==> config.mk <==
export PLATFORM = sky130hd
export DESIGN_NAME = divu_queue
export DESIGN_NICKNAME = d
export VERILOG_FILES = /design/src/hw/rtl/divu_pkg.sv /design/src/hw/rtl/divu_queue.sv
export SDC_FILE = /design/constraint.sdc
export NUM_CORES = 1
export LEC_CHECK = 0
export ABC_CLOCK_PERIOD_IN_PS = 3380
export BUFFER_PORTS_ARGS = -buffer_cell sky130_fd_sc_hd__buf_2
export CAP_MARGIN = 15
export CORE_UTILIZATION = 52
export CTS_CLUSTER_DIAMETER = 40
export DETAILED_ROUTE_END_ITERATION = 12
export PLACE_DENSITY = 0.77
export RECOVER_POWER = 25
export SYNTH_ARGS = -nofsm -noshare
export SYNTH_HDL_FRONTEND = slang
export SYNTH_SLANG_ARGS = --single-unit
==> constraint.sdc <==
create_clock -name clk -period 3.38 [get_ports clk]
set_input_delay 0.169 -clock clk [delete_from_list [all_inputs] [get_ports clk]]
set_output_delay 0.169 -clock clk [all_outputs]
set_load 0.005 [all_outputs]
==> src/hw/rtl/divu_pkg.sv <==
// Shared types and constants for the 32-bit divide/remainder unit.
// No dependencies; every other file of the unit imports this package.
`timescale 1ns / 1ps
`default_nettype none

package divu_pkg;

  // Internal datapath width of the divider (quotient bits per item)
  localparam int DIVU_DATA_WIDTH = 32;

  // Fixed widths of the stream fields
  localparam int OP_W     = 2;
  localparam int FIELD_W  = 32;
  localparam int RESULT_W = 32;

  // Input tdata: op, dividend, divisor packed from bit 0, padded to bytes
  localparam int IN_PACKED_W = OP_W + 2 * FIELD_W;
  localparam int IN_TDATA_W  = ((IN_PACKED_W + 7) / 8) * 8;
  localparam int OUT_TDATA_W = ((RESULT_W + 7) / 8) * 8;

  // Entries in the queue between front and back end
  localparam int QUEUE_DEPTH = 2;

  typedef enum logic [OP_W-1:0] {
    OP_UQUO = 2'd0,
    OP_UREM = 2'd1,
    OP_SQUO = 2'd2,
    OP_SREM = 2'd3
  } divu_op_t;

  // Classification of one item, carried alongside the operand magnitudes
  typedef struct packed {
    divu_op_t op;
    logic     neg_num;
    logic     neg_den;
    logic     den_zero;
  } divu_ctl_t;

  localparam int CTL_W = $bits(divu_ctl_t);

endpackage

`default_nettype wire

==> src/hw/rtl/divu_queue.sv <==
// Small register queue between the front end and the divider pipeline.
// Depends on divu_pkg for the default depth.
`timescale 1ns / 1ps
`default_nettype none

module divu_queue
  import divu_pkg::*;
#(
  parameter int WIDTH = 8,
  parameter int DEPTH = QUEUE_DEPTH
) (
  input  wire              clk,
  input  wire              rst,
  input  wire              in_valid,
  output logic             in_ready,
  input  wire  [WIDTH-1:0] in_data,
  output logic             out_valid,
  input  wire              out_ready,
  output logic [WIDTH-1:0] out_data
);

  localparam int PTR_W = (DEPTH > 1) ? $clog2(DEPTH) : 1;
  localparam int CNT_W = $clog2(DEPTH + 1);

  logic [WIDTH-1:0] entry [DEPTH];
  logic [PTR_W-1:0] wr_ptr;
  logic [PTR_W-1:0] rd_ptr;
  logic [CNT_W-1:0] count;
  logic             push;
  logic             pop;

  assign in_ready  = (count != CNT_W'(DEPTH));
  assign out_valid = (count != '0);
  assign out_data  = entry[rd_ptr];
  assign push      = in_valid && in_ready;
  assign pop       = out_valid && out_ready;

  always_ff @(posedge clk) begin
    if (rst) begin
      wr_ptr <= '0;
      rd_ptr <= '0;
      count  <= '0;
    end else begin
      if (push) begin
        wr_ptr <= (wr_ptr == PTR_W'(DEPTH - 1)) ? '0 : wr_ptr + 1'b1;
      end
      if (pop) begin
        rd_ptr <= (rd_ptr == PTR_W'(DEPTH - 1)) ? '0 : rd_ptr + 1'b1;
      end
      if (push && !pop) begin
        count <= count + 1'b1;
      end else if (pop && !push) begin
        count <= count - 1'b1;
      end
    end
    if (push) begin
      entry[wr_ptr] <= in_data;
    end
  end

endmodule

`default_nettype wire

* Word level (Yosys, flattened, before mapping) *
Memories as Yosys holds them, arrays and structs flattened. A register that Yosys moved wholly into a read port is not among the register bits.
Cells that the tools add are included.

operators by class
  reduce and logical (&&, ||, !) cells = 8
  muxes and demuxes = 8
  eq/ne operators = 1
  $add $sub $neg = 4

operators with widths
  operator                                          count
  two-way mux 1 bit                                 6
  logical AND 1 bit                                 4
  two-way mux 2 bit                                 2
  nonzero test 2 bit                                2
  adder 1 bit, second input constant                2
  adder 2 x 1 -> 2 bit, second input constant       1
  logical NOT 1 bit                                 2
  != test 2 bit, second input constant              1
  subtractor 2 x 1 -> 2 bit, second input constant  1

storage, ports and cells
  input port bits = 12
  RAM bits = 16
  memories kept = 1
  word-level logic and storage cells = 25
  register bits after elaboration = 4

memory list
  memory  words  bits a word  read ports  clocked after Yosys merged registers in  write ports  RTL line          RTL
  entry   2      8            1           1                                        1            divu_queue.sv:25  logic [WIDTH-1:0] entry [DEPTH];

* Longest topological paths before layout *
  depth in word-level cells = 6
  mapped depth = 6
  depth with buffers taken out = 6

* Worst setup path before layout *
No wires, ideal clock.

  path kind = reg2reg
  from = register count[0]
  to = register count[1]
  arrival time = 1.415 ns
  required time = 3.310 ns
  path slack = 1.895 ns
  period minus slack after synthesis = 1.485 ns
  cell stages (with the launch flop) = 6
  buffers on the path = 0
  cell sequence = dfxtp_1 > nand2b_4 > and2_1 > ha_1 > or3_1 > a21oi_1

between the ends
  longest elaborated chain between the ends = 5
  elaborated cells between the ends (all ways) = 13

RTL lines
  element                       RTL line          RTL
  from (decl)                   divu_queue.sv:28  logic [CNT_W-1:0] count;
  from (signal assigned)        divu_queue.sv:51  count <= count + 1'b1;
  from (signal assigned)        divu_queue.sv:53  count <= count - 1'b1;
  != test 2 bit *               divu_queue.sv:32  assign in_ready = (count != CNT_W'(DEPTH));
  named net in_ready            divu_queue.sv:15  output logic in_ready,
  logical AND 1 bit *           divu_queue.sv:35  assign push = in_valid && in_ready;
  logical NOT 1 bit             divu_queue.sv:52  end else if (pop && !push) begin
  logical AND 1 bit             divu_queue.sv:52
  nonzero test 2 bit (no line)  -

Mark *: on every way through the listed nets, which the timed path passes. The rest lies on a longest branch. The select of a mux whose other input is x is not followed.
A chain may end at the register's enable or synchronous reset.

* Final worst setup path *
  from = register count[0]
  to = register count[1]

between the ends
  longest elaborated chain between the ends = 5
  elaborated cells between the ends (all ways) = 13

RTL lines
  element
  parallel branches: the longest is 5 deep, another holds subtractor 2 x 1 -> 2 bit

Several ways; the timed one is not identified. The select of a mux whose other input is x is not followed.

==> metrics <==
run status finished clean; Syn Inst Count 49; Post-synth ARST share 0%; Startpoint Class flop; Max-Cap Viols 0; number of library cell types mapped by synthesis 17; Crit Path Max Fanout 5; syn nets a little over 60; Peak supply drop 391 uV; core footprint between 1000 and 1500 sq um; placed insts 84; Leak ~0.37 nW; Clock Sinks 21; maximum buffer depth of the clock tree 2; post-CTS resize count 0; CP Capture Type flop; postcts setup bufs 0; CP Data Arrival Time between 1500 and 2000 ps; die height between 40 and 50 microns; PortBufs 21; initial antenna violation count 0; vias approximately 470; die area between 1500 and 2000 sq um; clk slew on worst S/H paths roughly 110 ps; Worst slew margin approximately three quarters; post-synthesis mux area share between 10 and 15%; XOR/XNOR share of the synthesized area 3.26%; # setup viols final 0; num rows 13; DRC Markers 0; GRT overflow 0; CTS tree done; Fin Setup TNS 0 ps; RSZ-0062 raised after global routing no; mean post-synth cell area roughly 16 sq um; largest net degree at the start of global routing 12; main combinational cell family by area after synthesis multiplexers; vias per inst roughly 5.3; clock tree root driver cell clkbuf_4; Final Net Count 87; critical path required time ~3600 ps; IO Pins 22; R2R Path End count[1]$_SDFFE_PP0P_; Worst Hold Class in2reg; 1st-pass router iterations 4; DRT iter0 DRCs 15; Hold EP entry[1][6]$_DFFE_PP_; number of diodes 0; Max Clock Skew 3.04 ps; post-synthesis compound-gate area fraction ~3.7%; flop-to-flop setup slack about 1800 ps; commonest non-fill, non-tap cell in the layout buf_2; most frequent cells in the layout buf_2, edfxtp_1, mux2_2, dfxtp_1, clkbuf_1; hpwl dp 963 microns; vias in the first global route around 440; Cell Count, Final, Fillers Out just under 90; Worst Max-Slew Pin Slew 388 ps; simple-gate portion of the synthesized area 7.14%; Yosys reg bits 21; Area Overhead vs Synth 17.5%; type of the worst setup path reg2reg; R2R cell count 5; total CTS buffers 3; Initial Utilization between 50% and 60%; H-tree Lvls 1; Top FF cell, synth edfxtp_1; register area share after synthesis between 70 and 80%; Post-synth EDFFs 16; mapped cell area 806 sq um; gpl congestion 0.642; share of cells above drive strength 1 43.8%; Slew Limit Fails 0; Hold Crit Depth 1; Routed Antenna Nets 0; Total Routing Usage GR 18.9%; final hold vios 0; Crit Reg-Reg Startpoint count[0]$_SDFFE_PP0P_; global-route wire length before repair about 1900 microns; CTS Hold Bufs 0; Post-Synth Adder-Cell Area between 1.5 and 2%; Yosys Warn Count 0; Die Wd about 41 microns; fin crit share 46.6%; Hold Startpoint in_data[6]; WL per Instance approximately 15 microns; Fmax 635 MHz; insertion delay to the later sink of the worst-skew pair ~300 ps; PwrDens 711 nW/um^2; Final Critical Period 1570 ps; Routed WL 1330 microns
flip-flops by register name, indices dropped and copies added, names as in the netlist, named ones only:
| signal | flops |
|---|---|
| entry | 16 |
| count | 2 |
| rd_ptr | 1 |
| wr_ptr | 1 |
worst max path at each step:
stage	from	slack [ps]	to	cells past startpoint
after CTS	count[0]$_SDFFE_PP0P_	1800	count[1]$_SDFFE_PP0P_	4
after global placement	count[0]$_SDFFE_PP0P_	1870	count[1]$_SDFFE_PP0P_	5
final	count[0]$_SDFFE_PP0P_	1810	count[1]$_SDFFE_PP0P_	5
after global routing	count[0]$_SDFFE_PP0P_	1720	count[1]$_SDFFE_PP0P_	4
after detailed placement	count[0]$_SDFFE_PP0P_	1830	count[1]$_SDFFE_PP0P_	4
after floorplan	count[0]$_SDFFE_PP0P_	1900	count[1]$_SDFFE_PP0P_	5
metrics by stage:
step	util, %	hold WS [ps]	power (mW)	setup WS (ps)	instance area [sq um]
CTS	69.6	47.1	0.677	1800	951
finish	69.3	51.7	0.673	1810	947
detailed placement	67.7	361	0.561	1830	925
global placement	67.7	357	0.550	1870	925
floorplan	-	238	0.490	1900	806
global route	69.3	35.2	0.710	1720	947
synthesized netlist by cell type, types with 2 or more instances:
library cell	instances	area [sq um]
a21oi_1	2	10.0
o21ai_0	2	10.0
nor2_1	3	11.3
dfxtp_1	5	100
xor2_1	3	26.3
mux2_2	8	90.1
edfxtp_1	16	480
final cells by class:
| type | count | area, sq um |
|---|---|---|
| multi-input cells | 26 | 216 |
| repair buffers | 21 | 101 |
| flip-flops and latches | 21 | 581 |
| well taps | 15 | 18.8 |
| inverters | 1 | 3.75 |
| clock buffers | 4 | 26.3 |
| fillers | 102 | 419 |
critical path: stages (launching register included):
cell,delay [ps]
dfxtp_1,370
nand2b_4,170
and2_1,160
ha_1,300
or3_1,380
a21oi_1,130
routing by layer:
metal	track usage [%]	part of all wire, %	routed length, microns	up-vias
met5	0	0	0	-
met4	7.26	1.1	14	0
met3	5.32	3.8	50	2
met2	33.2	51	671	14
met1	21.7	44	590	224
li1	-	-	-	228
logic make-up after synthesis:
group / Yosys count
DFF: 21
adders and majority gates: 1
buffers and inverters: 2
and+or+nand+nor: 9
xor gates and xnor gates: 3
muxes: 8
AOI/OAI and AO/OA: 5
where the power goes:
group	internal, mW	total (mW)	switching [mW]
clock	0.0460	0.120	0.0735
combinational	0.106	0.190	0.0838
sequential	0.328	0.363	0.0360
total	0.480	0.673	0.193
Power figures use the tool's default switching activity.
