## src/hw/rtl/divu_pkg.sv

```systemverilog
// Shared types and constants for the 32-bit divide/remainder unit.
// No dependencies; every other file of the unit imports this package.
`timescale 1ns / 1ps
`default_nettype none

package divu_pkg;

  // Internal datapath width of the divider (quotient bits per item)
  localparam int DIVU_DATA_WIDTH = 32;

  // Fixed widths of the stream fields
  localparam int OP_W     = 2;
  localparam int FIELD_W  = 32;
  localparam int RESULT_W = 32;

  // Input tdata: op, dividend, divisor packed from bit 0, padded to bytes
  localparam int IN_PACKED_W = OP_W + 2 * FIELD_W;
  localparam int IN_TDATA_W  = ((IN_PACKED_W + 7) / 8) * 8;
  localparam int OUT_TDATA_W = ((RESULT_W + 7) / 8) * 8;

  // Entries in the queue between front and back end
  localparam int QUEUE_DEPTH = 2;

  typedef enum logic [OP_W-1:0] {
    OP_UQUO = 2'd0,
    OP_UREM = 2'd1,
    OP_SQUO = 2'd2,
    OP_SREM = 2'd3
  } divu_op_t;

  // Classification of one item, carried alongside the operand magnitudes
  typedef struct packed {
    divu_op_t op;
    logic     neg_num;
    logic     neg_den;
    logic     den_zero;
  } divu_ctl_t;

  localparam int CTL_W = $bits(divu_ctl_t);

endpackage

`default_nettype wire

```

## src/hw/rtl/divu_front.sv

```systemverilog
// Front end of the divide/remainder unit: accepts an operation, fits the
// operands to the datapath width and classifies signs and zero divisor.
// Depends on divu_pkg.
`timescale 1ns / 1ps
`default_nettype none

module divu_front
  import divu_pkg::*;
#(
  parameter int DATA_WIDTH = DIVU_DATA_WIDTH
) (
  input  wire                   clk,
  input  wire                   rst,
  input  wire                   in_valid,
  output logic                  in_ready,
  input  wire  [OP_W-1:0]       in_op,
  input  wire  [FIELD_W-1:0]    in_dividend,
  input  wire  [FIELD_W-1:0]    in_divisor,
  output logic                  out_valid,
  input  wire                   out_ready,
  output divu_ctl_t             out_ctl,
  output logic [DATA_WIDTH-1:0] out_num,
  output logic [DATA_WIDTH-1:0] out_den
);

  logic [DATA_WIDTH-1:0] num_fit;
  logic [DATA_WIDTH-1:0] den_fit;
  logic                  is_signed;
  logic                  neg_num;
  logic                  neg_den;
  divu_ctl_t             ctl_next;

  // Operands are fitted to DATA_WIDTH bits: zero-extended or read in their low bits
  generate
    if (DATA_WIDTH == FIELD_W) begin : g_fit_eq
      assign num_fit = in_dividend;
      assign den_fit = in_divisor;
    end else if (DATA_WIDTH > FIELD_W) begin : g_fit_ext
      assign num_fit = {{(DATA_WIDTH - FIELD_W){1'b0}}, in_dividend};
      assign den_fit = {{(DATA_WIDTH - FIELD_W){1'b0}}, in_divisor};
    end else begin : g_fit_trunc
      assign num_fit = in_dividend[DATA_WIDTH-1:0];
      assign den_fit = in_divisor[DATA_WIDTH-1:0];
    end
  endgenerate

  always_comb begin
    is_signed         = (divu_op_t'(in_op) == OP_SQUO) || (divu_op_t'(in_op) == OP_SREM);
    neg_num           = is_signed && num_fit[DATA_WIDTH-1];
    neg_den           = is_signed && den_fit[DATA_WIDTH-1];
    ctl_next.op       = divu_op_t'(in_op);
    ctl_next.neg_num  = neg_num;
    ctl_next.neg_den  = neg_den;
    ctl_next.den_zero = (den_fit == '0);
  end

  assign in_ready = !out_valid || out_ready;

  always_ff @(posedge clk) begin
    if (rst) begin
      out_valid <= 1'b0;
    end else if (in_ready) begin
      out_valid <= in_valid;
    end
    if (in_valid && in_ready) begin
      out_ctl <= ctl_next;
      out_num <= neg_num ? (DATA_WIDTH'(0) - num_fit) : num_fit;
      out_den <= neg_den ? (DATA_WIDTH'(0) - den_fit) : den_fit;
    end
  end

endmodule

`default_nettype wire

```

## config.mk

```make
export PLATFORM = sky130hd
export DESIGN_NAME = divu_front
export DESIGN_NICKNAME = d
export VERILOG_FILES = /design/src/hw/rtl/divu_pkg.sv /design/src/hw/rtl/divu_front.sv
export SDC_FILE = /design/constraint.sdc
export NUM_CORES = 1
export LEC_CHECK = 0
export BUFFER_PORTS_ARGS = -buffer_cell sky130_fd_sc_hd__buf_2
export CAP_MARGIN = 20
export CORE_MARGIN = 3
export CORE_UTILIZATION = 48
export CTS_CLUSTER_DIAMETER = 60
export CTS_CLUSTER_SIZE = 28
export DETAILED_ROUTE_END_ITERATION = 7
export GPL_TIMING_DRIVEN = 0
export PLACE_DENSITY = 0.8
export SYNTH_ARGS = -nofsm -noshare
export SYNTH_HDL_FRONTEND = slang
export SYNTH_SLANG_ARGS = --single-unit
```

## constraint.sdc

```tcl
create_clock -name clk -period 3 [get_ports clk]
set_input_delay 0.45 -clock clk [delete_from_list [all_inputs] [get_ports clk]]
set_output_delay 0.45 -clock clk [all_outputs]
set_load 0.1 [all_outputs]
```

; ---- After elaboration in Yosys (flattened, before gate mapping)
; Index checks and enable logic that the tools add are counted.
[totals]
out_inout_bits = 71
input_bits = 70
romBits = 0
latch_bits = 0
memories = 0
elab_cells = 20
mem_bits_rw = 0
register_bits = 70
[classes]
multipliers = 0
n_addsub = 2
mux = 2
n_eq_ne = 2
div = 0
order_cmp = 0
n_shift = 0
n_reduce_logical = 7
n_bitwise = 0
[op_table]
columns = cell, count
row1 = $mux W32, 2
row2 = $sub A1 B32 Y32 const A, 2
row3 = $logic_not A32 Y1, 1
row4 = $eq A2 B2 Y1 const B, 2
row5 = $logic_and A1 B1 Y1, 3
row6 = $logic_or A1 B1 Y1, 2
row7 = $logic_not A1 Y1, 1

; ---- Logic depth before layout (Yosys ltp)
; Gate-level depths: netlist of the first run.
[logic_depth]
ltp_word = 4
ltp_mapped = 7
depth_no_buf = 7

; ---- Worst setup path after synthesis of the first run
; Ideal clock, no wire load.
[synth_path]
path_kind = reg-to-reg
startpoint = reg out_valid
endpoint = reg out_ctl[0] (netlist name), enable pin
stages_incl_launch_ff = 3
setup_ps = 434
t_arrival_ps = 3301
t_required_ps = 2566
setup_slack_ps = -735
synth_period_minus_slack_ps = 3735
n_path_buf = 0
cell_sequence = dfxtp_1 nand2b_1 and2_1
[synth_via]
elab_chain_cells = 3
[synth_lines]
columns = item, line
row1 = from (decl), divu_front.sv:19  ; output logic out_valid,
row2 = from (signal assigned), divu_front.sv:63  ; out_valid <= in_valid;
row3 = $logic_not A1 Y1, divu_front.sv:57  ; assign in_ready = !out_valid || out_ready;
row4 = $logic_or A1 B1 Y1, divu_front.sv:57
row5 = net in_ready, divu_front.sv:15  ; output logic in_ready,
row6 = $logic_and A1 B1 Y1, divu_front.sv:65  ; if (in_valid && in_ready) begin
row7 = to (signal assigned), divu_front.sv:66  ; out_ctl <= ctl_next;
row8 = to (decl), divu_front.sv:21  ; output divu_ctl_t out_ctl,
; The timed path passes the listed nets, and every way through them passes these cells.
; A chain may end at the register's enable or synchronous reset.

; ---- Worst setup path after layout of the first run
[layout_path]
startpoint = in in_dividend[4]
endpoint = reg out_num[20], data pin
[layout_via]
elab_chain_cells = 2
[layout_lines]
columns = item, line
row1 = from (decl), divu_front.sv:17  ; input wire [FIELD_W-1:0] in_dividend,
row2 = $sub A1 B32 Y32, divu_front.sv:67  ; out_num <= neg_num ? (DATA_WIDTH'(0) - num_fit) : num_fit;
row3 = $mux W32, divu_front.sv:67
row4 = to (signal assigned), divu_front.sv:67
row5 = to (decl), divu_front.sv:22  ; output logic [DATA_WIDTH-1:0] out_num,
; No other way between the ends.

==> reports/summary.txt, run 1 <==
Pre-CTS setup slack = 71.1 ps
Initial antenna violation count = 0
Clk root buf = clkbuf_8
Startpoint Class = primary input
CP peak stage delay = 770 ps
Worst-Margin Slew = 881 ps
Post-synthesis mux area share = 0%
CP delay by family, top = simple AND/OR/NAND/NOR gates
Core Region = 0.00687 mm2
Complex-gate fraction of the synthesized area = 8.91%
FP Rows = 30
Yosys top cell by area = edfxtp_1
Share of layout cells above drive strength 1 = 37.2%
Setup TNS = 0 ps
Ranking of synthesized cells by area = edfxtp_1 (60%), xor2_1 (8.9%), xnor2_1 (5.8%)
Post-Route WL = 7.70 mm
Syn_nets = 354
Clock Latency Late Sink = 340 ps
Setup WS post-layout = 413 ps
RSZ-0062 raised after global routing = no
CTS tree = built
Synth top area share = 60.0%
Pwr Density = 637 mW/mm2
Req. time, crit path = 3090 ps
Initial core utilization = 50.3%
Netlist cell types = 36
Combinational family with the most area after synthesis = XOR/XNOR gates
Crit path DAT = 2680 ps
Worst setup EP type = flip-flop
Outcome = complete, no violations
Post-synthesis async set-or-reset flop share = 0%
Hold_buf cts = 0
I/O Buffers = 140
Post-Synth XOR/XNOR Area = 14.7%
Synth Area in Simple Gates = 13.5%
Drc violations = 0
Via density per instance = 5.18
Crit-path slowest cell = nor4_1
Post-DP HPWL = 5.86 mm
# clock sinks = 70
First drt pass iteration count = 5
Synth warn = 0
Final period utilization = 86.2%
I/O pin count = 141
LEAKAGE = 0.00184 uW
Syn_area_per_cell = 12.3 um2
Final hold vios = 0
Count leader, synth = edfxtp_1
Cell Area, Synth = 0.00345 mm2
Total Routing Usage GR = 18.6%
Critical path peak fanout = 7
Register area share after synthesis = 60.6%
Crit path kind = in -> reg
Antenna Cells = 0
P&R area growth vs syn = 30.1%
Setup Fix Bufs, Post-CTS = 0
Die Y = 90.8 um
Post-Synth Adder-Cell Area = 0.724%
Clk_skew = 7.38 ps
CTS Buf Count = 9
Antenna-violating nets left = 0
Gr ovfl total = 0
Final nets = 505
Gpl congestion = 0.810
Bufs and invs on worst path = 1
Synth Flop Type = edfxtp_1
Max Freq = 387 MHz
Max_cap viols = 0
Synth Register Bits = 70
Min Clock Period, post-route = 2590 ps
Initial drt markers = 84
Min-Delay Path Class = in -> reg
First-pass GRT wire length = 12.2 mm
Via count = 2768
Die W = 90.8 um
Largest net degree at the start of global routing = 70
Post-CTS sizing = 0
Clock tree buffer depth = 2
Number of global-route vias before repair = 2644
Final Max Tran Viols = 0
Crit-path cells = buf_2, nor4_1, nand4b_1, nor3_1, a21oi_1, xor2_1
Filler cells = 556
Max transition margin = 40.7%
Mapped Cells = 282
Die area = 0.00825 mm2
H-tree depth = 3
Avg WL per Cell = 14.4 um
Worst VDD drop = 0.290 mV
Placed cell area = 0.00428 mm2
Post-synth EDFFs = 69
Top cells by count, synth = edfxtp_1 (69), xor2_1 (35), nor2_1 (28), xnor2_1 (23), a21oi_1 (20)
Final setup vio count = 0
Finished Cell Area = 0.00449 mm2
Reg clk slew, reported paths = 80 ps
-- cell usage in the layout (no fill, tap or decap), types with 3 or more instances in the layout --
| cell type | Yosys | layout |
|---|---|---|
| edfxtp_1 | 69 | 69 |
| xor2_1 | 35 | 35 |
| o41ai_1 | 5 | 5 |
| clkbuf_8 | 0 | 9 |
| o31ai_1 | 5 | 5 |
| or3_1 | 3 | 3 |
| nor3_1 | 8 | 8 |
| xnor2_1 | 23 | 23 |
| nor4_1 | 10 | 10 |
| nand2b_1 | 4 | 3 |
| buf_2 | 1 | 141 |
| nand2_1 | 11 | 11 |
| inv_1 | 8 | 8 |
| nor2_1 | 28 | 28 |
| clkbuf_1 | 4 | 4 |
| o21ai_0 | 7 | 7 |
| a21oi_1 | 20 | 20 |
| a31oi_1 | 5 | 5 |
| o21ai_1 | 8 | 8 |
| or4_4 | 3 | 3 |
-- metal layers --
layer  track usage (%)  share of wire (%)  vias to the layer above
met5                 0                  0                        -
met4              6.28                1.3                        0
met3              5.83                9.4                       10
met2              33.5                 49                      124
met1              20.6                 40                     1283
li1                  -                  -                     1351
-- report_power, final --
part / leakage [uW] / internal, uW / switching (uW)
registers: 0.000677 / 1170 / 16.6
clock network: 0.000103 / 462 / 359
logic: 0.00106 / 144 / 704
total: 0.00184 / 1780 / 1080
-- area by class of cell --
class | count | area [um2] | area share (%)
timing repair buffer | 140 | 701 | 15.6
buffer | 6 | 23.8 | 0.529
multi-input combinational | 198 | 1310 | 29.2
clock inverter | 7 | 88.8 | 1.98
inverter | 8 | 30.0 | 0.668
clock buffer | 9 | 124 | 2.76
sequential | 70 | 2090 | 46.6
tap | 96 | 120 | 2.67
-- per-stage QoR --
step,power (uW),std cells,hold slack [ps],util [%]
floorplan,1890,282,519,-
global placement,2060,518,465,62.3
detailed placement,2060,518,499,62.3
CTS,2870,534,254,65.4
global route,2950,534,258,65.4
finish,2860,534,264,65.4
-- path summary, 6_finish.rpt --
path         cells past startpoint           start          end  slack (ps)
max                              6  in_dividend[4]  out_num[20]         410
min                              2             rst    out_valid         260
max reg2reg                      2       out_valid  out_den[12]        1450
min reg2reg                      2       out_valid    out_valid         510
-- worst reg2reg max path: stages, from the launching register on --
cell and delay, ps:
dfxtp_1 320, nand2b_2 80, and2_4 710
-- flip-flops by register name (all words and copies together) (netlist names) --
name / flops
out_den: 32
out_num: 32
out_ctl: 5
out_valid: 1
-- cells by family (layout without fill, tap and decap cells) --
logic type / Yosys count / after routing
simple gates: 86 / 86
flops: 70 / 70
xor+xnor: 58 / 58
compound gates: 52 / 52
buf+inv: 14 / 170
fa+ha+maj: 2 / 2
No activity file was read; power rests on OpenSTA's default activity.
==> inputs of run 2 (changes only) <==
CELL_PAD_IN_SITES_DETAIL_PLACEMENT = 0   (was unset)
CELL_PAD_IN_SITES_GLOBAL_PLACEMENT = 1   (was unset)
CORE_UTILIZATION = 37   (was 48)
==> reports/summary.txt, run 2 (synthesis gave the netlist of run 1 again) <==
CTS tree = built
Clock tree buffer depth = 2 (unchanged)
Total Routing Usage GR = 16.0% (-2.5 points)
Pwr Density = 624 mW/mm2 (-2.0%)
Die area = 0.0105 mm2 (+28%)
Clk_skew = 7.40 ps (+0.0159 ps)
Outcome = complete, no violations
Final period utilization = 79.7% (-6.5 points)
Reg clk slew, reported paths = 70 ps (about the same)
Crit-path cells = buf_2, nor4_1, nand4b_1, nor3_1, a21oi_1, xor2_1
Min Clock Period, post-route = 2390 ps (-195 ps)
Crit Reg-Reg Endpoint = out_num[12]
Via density per instance = 5.02 (-3.2%)
Max_cap viols = 0 (unchanged)
Regs by FF count = out_den x32, out_num x32, out_ctl x5
Post-Route Utilization = 50.5% (-15 points)
Hold Worst Slack = 257 ps (-7.82 ps)
Worst R2R Start = out_valid
Final Max Tran Viols = 0 (unchanged)
Req. time, crit path = 3080 ps (about the same)
Crit path DAT = 2470 ps (-210 ps)
Crit path kind = in -> reg
Critical path peak fanout = 6 (-1)
Max Freq = 418 MHz (+8.1%)
Critical Path End = out_num[26]
Setup WS post-layout = 608 ps (+195 ps)
Setup Fix Bufs, Post-CTS = 0 (unchanged)
Final setup vio count = 0 (unchanged)
Share of layout cells above drive strength 1 = 37.1% (-0.085 points)
Max transition margin = 39.1% (-1.6 points)
Via count = 2745 (-0.83%)
LEAKAGE = 0.00184 uW (about the same)
Die W = 103 um (+13%)
Bufs and invs on worst path = 1 (unchanged)
Worst path depth = 6 (unchanged)
Launch point of the worst path = in_dividend[8]
Post-DP HPWL = 6.55 mm (+12%)
RSZ-0062 raised after global routing = no
CP delay by family, top = simple AND/OR/NAND/NOR gates
Layout Cells excl Fill = 547 (+2.4%)
Die Y = 103 um (+13%)
Placed cell count = 530 (+2.3%)
Setup TNS = 0 ps (unchanged)
FP Rows = 34 (+13%)
Worst Reg-to-Reg Cells = 2 (unchanged)
Antenna Cells = 0 (unchanged)
I/O pin count = 141 (unchanged)
P&R area growth vs syn = 30.1% (unchanged)
Startpoint Class = primary input
Number of global-route vias before repair = 2719 (+2.8%)
Worst setup EP type = flip-flop
Antenna-violating nets left = 0 (unchanged)
Largest net degree at the start of global routing = 70 (unchanged)
Drc violations = 0 (unchanged)
R2R setup slack = 1440 ps (about the same)
Gr ovfl total = 0 (unchanged)
Core Region = 0.00889 mm2 (+29%)
Worst-Margin Slew = 913 ps (+32.6 ps)
Final hold vios = 0 (unchanged)
Initial core utilization = 38.9% (-11 points)
Hold_buf cts = 0 (unchanged)
Initial antenna violation count = 0 (unchanged)
Post-CTS sizing = 0 (unchanged)
CP peak stage delay = 710 ps (-60 ps)
Worst VDD drop = 0.214 mV (-26%)
Gpl congestion = 0.778 (-4.0%)
# clock sinks = 70 (unchanged)
Post-Route WL = 8.59 mm (+11%)
Clock Latency Late Sink = 340 ps (about the same)
H-tree depth = 3 (unchanged)
Initial drt markers = 42 (-50%)
Avg WL per Cell = 15.7 um (+8.8%)
CTS Buf Count = 9 (unchanged)
Crit-path slowest cell = nor3_1
Most frequent cells in the layout = buf_2 (142), edfxtp_1 (69), xor2_1 (35)
Pre-CTS setup slack = -299 ps (-371 ps)
Most common cell after layout, fill and taps aside = buf_2
Clk root buf = clkbuf_8
First-pass GRT wire length = 13.0 mm (+6.3%)
Min-Delay Path Class = in -> reg
Final nets = 506 (+0.20%)
I/O Buffers = 140 (unchanged)
First drt pass iteration count = 4 (-1)
run 2: cell types whose count changed in the layout (fill, tap and decap cells not counted):
| cell | change |
|---|---|
| bufinv_16 | -1 |
| clkbuf_1 | +2 |
| clkbuf_8 | +1 |
| clkinvlp_4 | -1 |
| clkinv_1 | -1 |
| buf_2 | +1 |
run 2: metrics by stage:
stage               cell area (um2)  power, uW
floorplan                      3460       1890
global placement               4290       2060
detailed placement             4300       2070
CTS                            4490       2820
global route                   4490       2900
finish                         4490       2800
run 2: layer usage:
metal  vias to the layer above  global-route usage, %  part of all wire (%)
met2                        97                   27.8                    49
met3                         9                   4.67                   8.3
met1                      1286                   18.7                    42
li1                       1353                      -                     -
met5                         -                      0                     0
met4                         0                   6.16                   1.1
run 2: layout make-up:
type                    count  area [um2]
plain buffers               6        23.8
clock buffers              12         145
clock inverters             4        47.5
fillers                   841        4400
inverters                   8        30.0
multi-input cells         198        1310
flip-flops and latches     70        2090
well taps                 108         135
repair buffers            141         706
run 2: how the worst min path moves through the flow:
stage / slack, ps / startpoint / to / cells after the start
after detailed placement: 490 / out_valid / out_valid / 2
after global placement: 470 / out_valid / out_valid / 2
after CTS: 240 / rst / out_valid / 2
final: 260 / rst / out_valid / 2
after global routing: 260 / rst / out_valid / 2
after floorplan: 520 / rst / out_valid / 1
run 2: power by group:
part | internal, uW | switching, uW | leakage [uW]
Combinational | 145 | 707 | 0.00106
Clock | 405 | 355 | 0.0000964
Sequential | 1180 | 18.4 | 0.000677
Total | 1720 | 1080 | 0.00184
